$ cat src/sv/vig52_pkg.sv
package vig52_pkg;

    // Alphabet and key geometry
    localparam int ALPHA_SIZE   = 52;
    localparam int SYM_W        = 6;
    localparam int KEY_MAX      = 16;
    localparam int KEY_PER_WORD = 8;
    localparam int KEY_WORD_W   = KEY_PER_WORD * SYM_W;
    localparam int LEN_W        = $clog2(KEY_MAX + 1);
    localparam int POS_W        = $clog2(KEY_MAX);
    localparam int SUM_W        = SYM_W + 1;

    // Character fields
    localparam int CHAR_W = 16;

    // ASCII letter bounds
    localparam logic [CHAR_W-1:0] CHAR_LOWER_A = 16'h0061;
    localparam logic [CHAR_W-1:0] CHAR_LOWER_Z = 16'h007A;
    localparam logic [CHAR_W-1:0] CHAR_UPPER_A = 16'h0041;
    localparam logic [CHAR_W-1:0] CHAR_UPPER_Z = 16'h005A;

    // Queue between front and back
    localparam int QUEUE_DEPTH = 2;
    localparam int QPTR_W      = $clog2(QUEUE_DEPTH);
    localparam int QCNT_W      = $clog2(QUEUE_DEPTH + 1);

    // Configuration port
    localparam int CFG_INDEX_W = 2;
    localparam int CFG_DATA_W  = KEY_WORD_W;

    typedef enum logic [CFG_INDEX_W-1:0] {
        CFG_DECRYPT_MODE  = 2'd0,
        CFG_KEY_LENGTH    = 2'd1,
        CFG_KEY_WORD_LOW  = 2'd2,
        CFG_KEY_WORD_HIGH = 2'd3
    } cfg_index_t;

    // Configuration seen by the back end
    typedef struct packed {
        logic                  decrypt_mode;
        logic [LEN_W-1:0]      key_length;
        logic [KEY_WORD_W-1:0] key_word_low;
        logic [KEY_WORD_W-1:0] key_word_high;
    } vig52_cfg_t;

    // One classified character waiting in the queue
    typedef struct packed {
        logic [CHAR_W-1:0] char_code;
        logic              start_of_message;
        logic              is_letter;
        logic [SYM_W-1:0]  sym_index;
    } vig52_item_t;

    // Queue status toward the front and back ends
    typedef struct packed {
        logic full;
        logic not_empty;
    } vig52_qstat_t;

endpackage

$ cat src/sv/vig52_front.sv
module vig52_front (
    input  logic                  s_tvalid,
    output logic                  s_tready,
    input  logic [15:0]           s_tdata,
    input  logic                  s_tuser,
    input  vig52_pkg::vig52_qstat_t qstat,
    output logic                  push,
    output vig52_pkg::vig52_item_t push_item
);

    logic [vig52_pkg::CHAR_W-1:0] c;
    logic [vig52_pkg::CHAR_W-1:0] lower_off;
    logic [vig52_pkg::CHAR_W-1:0] upper_off;
    logic                         is_lower;
    logic                         is_upper;

    // Accept whenever the queue has room
    assign s_tready = !qstat.full;
    assign push     = s_tvalid && !qstat.full;
    assign c        = s_tdata;

    // Classify the character and derive its symbol index
    always_comb begin
        is_lower  = (c >= vig52_pkg::CHAR_LOWER_A) && (c <= vig52_pkg::CHAR_LOWER_Z);
        is_upper  = (c >= vig52_pkg::CHAR_UPPER_A) && (c <= vig52_pkg::CHAR_UPPER_Z);
        lower_off = c - vig52_pkg::CHAR_LOWER_A;
        upper_off = c - vig52_pkg::CHAR_UPPER_A;

        push_item.char_code        = c;
        push_item.start_of_message = s_tuser;
        push_item.is_letter        = is_lower || is_upper;
        if (is_upper) begin
            push_item.sym_index = {upper_off[vig52_pkg::SYM_W-2:0], 1'b1};
        end else if (is_lower) begin
            push_item.sym_index = {lower_off[vig52_pkg::SYM_W-2:0], 1'b0};
        end else begin
            push_item.sym_index = '0;
        end
    end

endmodule

$ cat src/sv/vig52_queue.sv
module vig52_queue (
    input  logic                   aclk,
    input  logic                   aresetn,
    input  logic                   push,
    input  vig52_pkg::vig52_item_t push_item,
    input  logic                   pop,
    output vig52_pkg::vig52_item_t head_item,
    output vig52_pkg::vig52_qstat_t qstat
);

    vig52_pkg::vig52_item_t mem [vig52_pkg::QUEUE_DEPTH];

    logic [vig52_pkg::QPTR_W-1:0] wr_ptr_reg;
    logic [vig52_pkg::QPTR_W-1:0] wr_ptr_next;
    logic [vig52_pkg::QPTR_W-1:0] rd_ptr_reg;
    logic [vig52_pkg::QPTR_W-1:0] rd_ptr_next;
    logic [vig52_pkg::QCNT_W-1:0] count_reg;
    logic [vig52_pkg::QCNT_W-1:0] count_next;

    assign qstat.full      = (count_reg == vig52_pkg::QCNT_W'(vig52_pkg::QUEUE_DEPTH));
    assign qstat.not_empty = (count_reg != '0);
    assign head_item       = mem[rd_ptr_reg];

    // Pointer and fill count update
    always_comb begin
        wr_ptr_next = wr_ptr_reg;
        rd_ptr_next = rd_ptr_reg;
        count_next  = count_reg;
        if (push) begin
            wr_ptr_next = (wr_ptr_reg == vig52_pkg::QPTR_W'(vig52_pkg::QUEUE_DEPTH - 1))
                          ? '0 : wr_ptr_reg + 1'b1;
        end
        if (pop) begin
            rd_ptr_next = (rd_ptr_reg == vig52_pkg::QPTR_W'(vig52_pkg::QUEUE_DEPTH - 1))
                          ? '0 : rd_ptr_reg + 1'b1;
        end
        if (push && !pop) begin
            count_next = count_reg + 1'b1;
        end else if (pop && !push) begin
            count_next = count_reg - 1'b1;
        end
    end

    always_ff @(posedge aclk) begin
        if (!aresetn) begin
            wr_ptr_reg <= '0;
            rd_ptr_reg <= '0;
            count_reg  <= '0;
        end else begin
            wr_ptr_reg <= wr_ptr_next;
            rd_ptr_reg <= rd_ptr_next;
            count_reg  <= count_next;
        end
    end

    // Storage needs no reset
    always_ff @(posedge aclk) begin
        if (push) begin
            mem[wr_ptr_reg] <= push_item;
        end
    end

endmodule

$ cat src/sv/vig52_back.sv
module vig52_back (
    input  logic                   aclk,
    input  logic                   aresetn,
    input  vig52_pkg::vig52_cfg_t  cfg,
    input  vig52_pkg::vig52_qstat_t qstat,
    input  vig52_pkg::vig52_item_t head_item,
    output logic                   pop,
    output logic                   m_tvalid,
    input  logic                   m_tready,
    output logic [15:0]            m_tdata,
    output logic                   m_tuser
);

    logic [vig52_pkg::SYM_W-1:0]  key_sym [vig52_pkg::KEY_MAX];
    logic [vig52_pkg::LEN_W-1:0]  len;
    logic [vig52_pkg::POS_W-1:0]  pos_start;
    logic [vig52_pkg::POS_W-1:0]  pos;
    logic [vig52_pkg::LEN_W-1:0]  pos_plus;
    logic [vig52_pkg::SYM_W-1:0]  key_raw;
    logic [vig52_pkg::SYM_W-1:0]  key_val;
    logic [vig52_pkg::SUM_W-1:0]  sum;
    logic [vig52_pkg::SUM_W-1:0]  sym_out;
    logic [vig52_pkg::CHAR_W-1:0] ciphered;
    logic                         no_key;

    logic [vig52_pkg::POS_W-1:0]  key_pos_reg;
    logic [vig52_pkg::POS_W-1:0]  key_pos_next;
    logic                         m_valid_reg;
    logic                         m_valid_next;
    logic [vig52_pkg::CHAR_W-1:0] m_data_reg;
    logic [vig52_pkg::CHAR_W-1:0] m_data_next;
    logic                         m_err_reg;
    logic                         m_err_next;

    // Take the head item whenever the output register is free or drains
    assign pop = qstat.not_empty && (!m_valid_reg || m_tready);

    // Split both key words into symbols
    always_comb begin
        for (int i = 0; i < vig52_pkg::KEY_MAX; i++) begin
            if (i < vig52_pkg::KEY_PER_WORD) begin
                key_sym[i] = cfg.key_word_low[i*vig52_pkg::SYM_W +: vig52_pkg::SYM_W];
            end else begin
                key_sym[i] = cfg.key_word_high[(i-vig52_pkg::KEY_PER_WORD)*vig52_pkg::SYM_W
                                                +: vig52_pkg::SYM_W];
            end
        end
    end

    // Key position, key symbol and the shift modulo the alphabet size
    always_comb begin
        len = (cfg.key_length > vig52_pkg::LEN_W'(vig52_pkg::KEY_MAX))
              ? vig52_pkg::LEN_W'(vig52_pkg::KEY_MAX) : cfg.key_length;
        no_key    = (len == '0);
        pos_start = head_item.start_of_message ? '0 : key_pos_reg;
        // A position left beyond a shortened key restarts at the first symbol
        pos       = ({1'b0, pos_start} < len) ? pos_start : '0;
        pos_plus  = {1'b0, pos} + 1'b1;

        key_raw = key_sym[pos];
        key_val = (key_raw >= vig52_pkg::SYM_W'(vig52_pkg::ALPHA_SIZE))
                  ? key_raw - vig52_pkg::SYM_W'(vig52_pkg::ALPHA_SIZE) : key_raw;

        if (cfg.decrypt_mode) begin
            sum = {1'b0, head_item.sym_index} + vig52_pkg::SUM_W'(vig52_pkg::ALPHA_SIZE)
                  - {1'b0, key_val};
        end else begin
            sum = {1'b0, head_item.sym_index} + {1'b0, key_val};
        end
        sym_out = (sum >= vig52_pkg::SUM_W'(vig52_pkg::ALPHA_SIZE))
                  ? sum - vig52_pkg::SUM_W'(vig52_pkg::ALPHA_SIZE) : sum;

        // Odd symbols are upper case
        if (sym_out[0]) begin
            ciphered = vig52_pkg::CHAR_UPPER_A
                       + vig52_pkg::CHAR_W'(sym_out[vig52_pkg::SUM_W-1:1]);
        end else begin
            ciphered = vig52_pkg::CHAR_LOWER_A
                       + vig52_pkg::CHAR_W'(sym_out[vig52_pkg::SUM_W-1:1]);
        end
    end

    // Next state of the key position and the output register
    always_comb begin
        key_pos_next = key_pos_reg;
        m_valid_next = m_valid_reg;
        m_data_next  = m_data_reg;
        m_err_next   = m_err_reg;
        if (m_valid_reg && m_tready) begin
            m_valid_next = 1'b0;
        end
        if (pop) begin
            m_valid_next = 1'b1;
            m_err_next   = no_key;
            if (no_key) begin
                m_data_next  = head_item.char_code;
                key_pos_next = pos_start;
            end else if (head_item.is_letter) begin
                m_data_next  = ciphered;
                key_pos_next = (pos_plus >= len) ? '0 : pos_plus[vig52_pkg::POS_W-1:0];
            end else begin
                m_data_next  = head_item.char_code;
                key_pos_next = pos_start;
            end
        end
    end

    always_ff @(posedge aclk) begin
        if (!aresetn) begin
            key_pos_reg <= '0;
            m_valid_reg <= 1'b0;
        end else begin
            key_pos_reg <= key_pos_next;
            m_valid_reg <= m_valid_next;
        end
    end

    always_ff @(posedge aclk) begin
        m_data_reg <= m_data_next;
        m_err_reg  <= m_err_next;
    end

    assign m_tvalid = m_valid_reg;
    assign m_tdata  = m_data_reg;
    assign m_tuser  = m_err_reg;

endmodule

$ cat src/sv/vigenere_cipher_52_symbol_core.sv
// Vigenere cipher over the 52-symbol alphabet a A b B ... z Z, one UTF-16
// character per request. The block takes a character every cycle while the
// queue has room and delivers one result for each: a character passes through
// the two-entry queue behind the classifying front end and then the output
// register of the cipher back end. The sustained rate of one character per
// cycle, while the output is not stalled, is set by the back end, which
// updates the key position once per character. Letters are shifted by the
// key symbol at the current key position, forward when decrypt_mode is 0 and
// backward when it is 1; other characters pass unchanged and keep the key
// position. tuser on the input restarts the key at its first symbol. With a
// key length of zero every character passes unchanged and the result's tuser
// flags the key error. Load the registers only while no request is in flight.
module vigenere_cipher_52_symbol_core (
    input  logic        aclk,
    input  logic        aresetn,

    input  logic        cfg_wr_en,
    input  logic [1:0]  cfg_wr_index,
    input  logic [47:0] cfg_wr_data,

    input  logic        s_tvalid,
    output logic        s_tready,
    input  logic [15:0] s_tdata,    // [15:0] char_code
    input  logic        s_tuser,    // [0] start_of_message

    output logic        m_tvalid,
    input  logic        m_tready,
    output logic [15:0] m_tdata,    // [15:0] char_out
    output logic        m_tuser     // [0] key_error
);

    vig52_pkg::vig52_cfg_t   cfg_reg;
    vig52_pkg::vig52_cfg_t   cfg_next;
    vig52_pkg::vig52_qstat_t qstat;
    vig52_pkg::vig52_item_t  push_item;
    vig52_pkg::vig52_item_t  head_item;
    logic                    push;
    logic                    pop;

    // Register writes
    always_comb begin
        cfg_next = cfg_reg;
        if (cfg_wr_en) begin
            unique case (vig52_pkg::cfg_index_t'(cfg_wr_index))
                vig52_pkg::CFG_DECRYPT_MODE: begin
                    cfg_next.decrypt_mode = cfg_wr_data[0];
                end
                vig52_pkg::CFG_KEY_LENGTH: begin
                    cfg_next.key_length = cfg_wr_data[vig52_pkg::LEN_W-1:0];
                end
                vig52_pkg::CFG_KEY_WORD_LOW: begin
                    cfg_next.key_word_low = cfg_wr_data[vig52_pkg::KEY_WORD_W-1:0];
                end
                vig52_pkg::CFG_KEY_WORD_HIGH: begin
                    cfg_next.key_word_high = cfg_wr_data[vig52_pkg::KEY_WORD_W-1:0];
                end
                default: begin
                    cfg_next = cfg_reg;
                end
            endcase
        end
    end

    always_ff @(posedge aclk) begin
        if (!aresetn) begin
            cfg_reg <= '0;
        end else begin
            cfg_reg <= cfg_next;
        end
    end

    vig52_front u_front (
        .s_tvalid  (s_tvalid),
        .s_tready  (s_tready),
        .s_tdata   (s_tdata),
        .s_tuser   (s_tuser),
        .qstat     (qstat),
        .push      (push),
        .push_item (push_item)
    );

    vig52_queue u_queue (
        .aclk      (aclk),
        .aresetn   (aresetn),
        .push      (push),
        .push_item (push_item),
        .pop       (pop),
        .head_item (head_item),
        .qstat     (qstat)
    );

    vig52_back u_back (
        .aclk      (aclk),
        .aresetn   (aresetn),
        .cfg       (cfg_reg),
        .qstat     (qstat),
        .head_item (head_item),
        .pop       (pop),
        .m_tvalid  (m_tvalid),
        .m_tready  (m_tready),
        .m_tdata   (m_tdata),
        .m_tuser   (m_tuser)
    );

endmodule

$ cat config.mk
export PLATFORM = sky130hd
export DESIGN_NAME = vigenere_cipher_52_symbol_core
export DESIGN_NICKNAME = d
export VERILOG_FILES = /design/src/sv/vig52_pkg.sv /design/src/sv/vig52_front.sv /design/src/sv/vig52_queue.sv /design/src/sv/vig52_back.sv /design/src/sv/vigenere_cipher_52_symbol_core.sv
export SDC_FILE = /design/constraint.sdc
export NUM_CORES = 1
export LEC_CHECK = 0
export BUFFER_PORTS_ARGS = -buffer_cell sky130_fd_sc_hd__buf_2
export CELL_PAD_IN_SITES_DETAIL_PLACEMENT = 2
export CELL_PAD_IN_SITES_GLOBAL_PLACEMENT = 2
export CORE_UTILIZATION = 41
export CTS_CLUSTER_SIZE = 12
export DETAILED_ROUTE_END_ITERATION = 8
export PLACE_DENSITY = 0.89
export RECOVER_POWER = 25
export REMOVE_ABC_BUFFERS = 1
export SKIP_LAST_GASP = 1
export SYNTH_ARGS = -nofsm -noshare
export SYNTH_HDL_FRONTEND = slang
export SYNTH_HIERARCHICAL = 1
export SYNTH_SLANG_ARGS = --single-unit
$ cat constraint.sdc
create_clock -name aclk -period 14.1 [get_ports aclk]
set_input_delay 0.705 -clock aclk [delete_from_list [all_inputs] [get_ports aclk]]
set_output_delay 0.705 -clock aclk [all_outputs]
set_load 0.03 [all_outputs]
; Yosys cells after proc, flatten, opt, wreduce, memory -nomap -nowiden
; Memories as Yosys holds them, arrays and structs flattened. A register that Yosys moved wholly into a read port is not among the register bits.
; Cells that the tools add are included.
[totals]
ff_bits = 128
mem_bits_rw = 48
in_bits = 72
output_inout_bits = 19
word_cells = 90
mem_count = 1
[mem_list]
columns = memory, words, width, rd, rd_ports_with_merged_regs, wr, line_no
row1 = u_queue.mem, 2, 24, 1, 1, 1, vig52_queue.sv:11  ; vig52_pkg::vig52_item_t mem [vig52_pkg::QUEUE_DEPTH];
[op_classes]
addsub = 14
order_cmp = 10
eq_ne = 4
muxes = 27
bitwise_logic = 1
reduce_logical = 22
[ops]
columns = op, n
row1 = $mux 16, 3
row2 = $ge 16x7->1 const B, 2
row3 = $le 16x7->1 const B, 2
row4 = $mux 6, 5
row5 = $bmux 6 s4, 1
row6 = $mux 4, 5
row7 = $add 7x6->8 const A, 2
row8 = $mux 7, 2
row9 = $sub 5x1->5 const B, 2
row10 = $mux 1, 8
row11 = $reduce_and 2->1, 4
row12 = $add 6x6->7, 1
row13 = $add 6x6->7 const B, 1
row14 = $ge 7x6->1 const B, 1
row15 = $logic_and 1x1->1, 7
row16 = $sub 7x6->7, 1
row17 = $sub 7x6->7 const B, 1
row18 = $eq 2x2->1 const B, 3
row19 = $ge 6x6->1 const B, 1
row20 = $reduce_bool 2->1, 3
row21 = $sub 6x6->6 const B, 1
row22 = $add 4x1->5 const B, 1
row23 = $ge 5x5->1, 1
row24 = $ge 5x5->1 const B, 1
row25 = 13 further kinds, 19

; Logic depth before layout (Yosys ltp)
[logic_depth]
ltp_word = 18
mapped_depth = 40
depth_no_buf = 35

; Hierarchy
; The synthesis kept the hierarchy.
[modules_own_cells]
columns = mod, n_inst, cells_each, area_per_inst_um2, seq_area_each_um2
row1 = vigenere_cipher_52_symbol_core, 1, 386, 3804.9, 2042.0
row2 = vig52_back, 1, 419, 3335.7, 610.6
row3 = vig52_queue, 1, 97, 1953.1, 1541.5
row4 = vig52_front, 1, 49, 377.9, 0.0

; Worst setup path after synthesis
; Ideal clock, no wire load.
[synth_timing]
path_kind = register to register
start = register (tool-made name)
end = register u_back.m_data_reg (netlist bit u_back/m_tdata[6]), data pin
setup_time_ns = 0.256
arrival_ns = 7.102
required_ns = 13.844
path_slack_ns = 6.741
path_stages_with_launch = 40
path_buffers = 5
synth_period_minus_slack_ns = 7.359
cell_sequence = dfxtp_1 buf_2 buf_4 mux2_2 nand2b_1 clkbuf_1 inv_1 ha_1 o21ai_1 a211o_1 buf_6 nand2_8 inv_4 clkbuf_1 mux2i_1 o21ai_0 a21oi_1 mux2i_1 [... 4 more ...] mux2_1 ha_1 inv_1 ha_1 or3_1 nand3_1 o21ai_1 inv_1 ha_1 a31oi_1 o211a_1 o31ai_1 xnor2_1 ha_1 o21ai_0 a21oi_1 nand3_1 a22o_1
[synth_rtl]
columns = element, line_no
row1 = end signal: assignment, vig52_back.sv:119  ; m_data_reg <= m_data_next;
row2 = end: declaration, vig52_back.sv:30  ; logic [vig52_pkg::CHAR_W-1:0] m_data_reg;

==> results.cfg <==
[global_route]
grt_antenna_before_repair = 0
grt_pass1_wl_mm = 49.0
met1_usage_pct = 29.7
grtUsageTotal_pct = 27.2
grtUsageMet2_pct = 50.7
gr-max-usage-layer = met2
grt_overflow = 0
met3_usage_pct = 4.20
grt_max_degree = 87
grt_pass1_vias = 8483

[power_and_ir_drop]
power_w = 0.00184
p_comb_share_pct = 37.0
p_switching_w = 0.000740
p_int_w = 0.00110
power_frac_seq_pct = 34.9
p_leak_nw = 4.24
switching_share_pct = 40.3
vdd_drop_max_mv = 0.0874
power_density_mw_per_mm2 = 174
power.share.clock_pct = 28.1

[setup_path]
crit_fanout = 24
critPathLaunchType = flip-flop
slowest_delay_ns = 0.57
critPathRequiredTime_ns = 14.32
cp_slowest_cell = o31ai_1
cp.arrival_ns = 9.73
rr_worst_depth = 35
critPathMostFrequentCell = ha_1
r2r_slack_ns = 4.58
worstSetupEndpointType = flip-flop
worstSetupPathType = flip-flop to flip-flop

[cells_and_area]
nets = 1107
antenna_cells = 0
largest_register_ffs = 102
drive_above_1_share_pct = 16.0
finalNonFillerCells = 1296
syn_to_final_growth_pct = 11.3
fin_area_mm2 = 0.0105

[timing]
drv_slew = 76
finalCritPeriodShare_pct = 67.5
hold_violations = 0
rsz0062_at_grt = no
skew_ns = 0.0118
setup_violations = 0
slew_headroom_pct = -117
finalCriticalPeriod_ns = 9.52
clock.fmax_ghz = 0.105
finalSetupTns_ns = 0
tightest_slew_ns = 3.25

[routing]
avgRoutedWirePerCell_um = 24.3
ant_nets = 0
drc = 0
dr.first_iter.drc_count = 437
viasPerCell = 5.84
vias = 7568
dr.pass1.iters = 5
finalWirelength_mm = 31.5

[synthesis]
syn_area_mm2 = 0.00947
yosysSeqAreaShare_pct = 44.3
yosysUniqueCellTypes = 80
synth_flop_cell = dfxtp_1
synth-seq-cells = 177
synth_edf_count = 65
synthArstFlopShare_pct = 0
synthTopCellsByArea = dfxtp_1, edfxtp_1, mux2i_1, nand2_1, ha_1
syn_area_per_cell_um2 = 9.96
yosysTopAreaCellShare_pct = 23.7
netlist_instances = 951
yosys.area.top_type = dfxtp_1
ys.warnings.count = 6

[floorplanning]
dieWidth_um = 154
start_util_pct = 41.8
die_h_um = 154
die_area_mm2 = 0.0237
core_area_mm2 = 0.0226
core.rowCount = 55
boundaryPins = 91

[clock_network]
clock_latency_ns = 0.46
post_cts_resized = 0
cts_setup_buffers = 0
cts-root-buf = clkbuf_16
htreeDepth = 4
cts.clk_slew.worst_paths_ns = 0.09
cts_hold_buffers = 0
cts_tree = built
cts_sinks = 177
numCtsBuffers = 17
cts.path.max_buffers = 2

[place]
placed_area_mm2 = 0.00995
placed_cells = 1264
gp_congestion = 0.853
place_hpwl_mm = 20.6
io_buffer_count = 90

[min_path]
hold_path_depth = 2
hp-class = flip-flop to flip-flop

[run]
maxCapViolations = 1

[run_status]
status = finished, violations left
violations = capacitance limit, slew limit
-- power by group through the flow --
stage                     combinational [W]  clock (W)  sequential [W]
after floorplan                    0.000402          0        0.000696
after global placement             0.000618          0        0.000644
after detailed placement           0.000666          0        0.000650
after CTS                          0.000682   0.000522        0.000639
after global routing               0.000725   0.000537        0.000646
final                              0.000680   0.000515        0.000640
-- path summary, 6_finish.rpt --
kind | from | endpoint
worst max-delay path | flip-flop | u_back/m_tdata[6]$_DFFE_PP_
worst max register to register | flip-flop | u_back/m_tdata[6]$_DFFE_PP_
worst min register to register | cfg_reg[65]$_SDFFE_PN0P_ | cfg_reg[65]$_SDFFE_PN0P_
worst min-delay path | cfg_reg[65]$_SDFFE_PN0P_ | cfg_reg[65]$_SDFFE_PN0P_
-- synth_stat cells (5+ instances only) --
library cell and instances:
a211oi_1 6, a21oi_1 27, a221oi_1 5, a31oi_1 6, and2_1 13, buf_2 17
buf_4 24, buf_6 6, clkbuf_1 21, dfxtp_1 112, edfxtp_1 65, ha_1 36
inv_1 29, mux2_2 29, mux2i_1 121, nand2_1 198, nand2b_1 11, nand3_1 24
nor2_1 18, nor2b_1 11, nor3_1 8, o211a_1 5, o21ai_0 27, o21ai_1 8
o22ai_1 6, or3_1 6, xnor2_1 13, xor2_1 6
-- metal layers --
metal	share of wire [%]	wire length, µm
met3	3.2	998
met4	4.1	1300
met1	40	12500
met2	53	16600
met5	0	0
-- placed cells by master, fill, tap and decap left out, drive strengths merged, types with 24 or more instances in the layout --
master  Yosys  routed
nand2     199     199
mux2i     121     121
dfxtp     112     112
buf        51      71
edfxtp     65      65
clkbuf     21      46
inv        31      42
o21ai      37      37
ha         36      36
mux2       30      30
a21oi      29      29
nand3      24      24
-- layout make-up --
type / instances / area, µm²
sequential: 177 / 4190
tap: 285 / 357
fill: 2378 / 12100
clock inverter: 15 / 205
clock buffer: 17 / 425
timing repair buffer: 100 / 487
multi-input combinational: 671 / 4750
inverter: 31 / 121
-- stage by stage --
stage	setup WS, ns	hold slack [ns]	util (%)
finish	4.58	0.468	46.6
global route	4.25	0.475	46.6
CTS	4.72	0.434	46.7
detailed placement	5.09	0.456	44.0
global placement	5.84	0.444	44.0
floorplan	5.98	0.430	-
-- cell families (layout without fill, tap and decap cells) --
| group | after synthesis | in the layout | synth area share (%) |
|---|---|---|---|
| simple gates | 325 | 325 | 16.4 |
| xor+xnor | 19 | 19 | 1.76 |
| buf+inv | 103 | 163 | 5.79 |
| fa+ha+maj | 37 | 37 | 4.97 |
| flops | 177 | 177 | 44.3 |
| mux | 153 | 153 | 16.8 |
| compound gates | 137 | 137 | 10.0 |
-- critical path, delay by kind of cell, from the launching register on --
| kind | cells | cell delay (ns) |
|---|---|---|
| flip-flops | 1 | 0.35 |
| buffers and inverters | 5 | 1.17 |
| XOR/XNOR | 1 | 0.22 |
| AO/OA/AOI/OAI | 11 | 2.50 |
| adder cells (fa/ha/maj) | 6 | 1.77 |
| AND/OR/NAND/NOR | 8 | 1.75 |
| multiplexers | 4 | 1.47 |
Power figures use the tool's default switching activity.
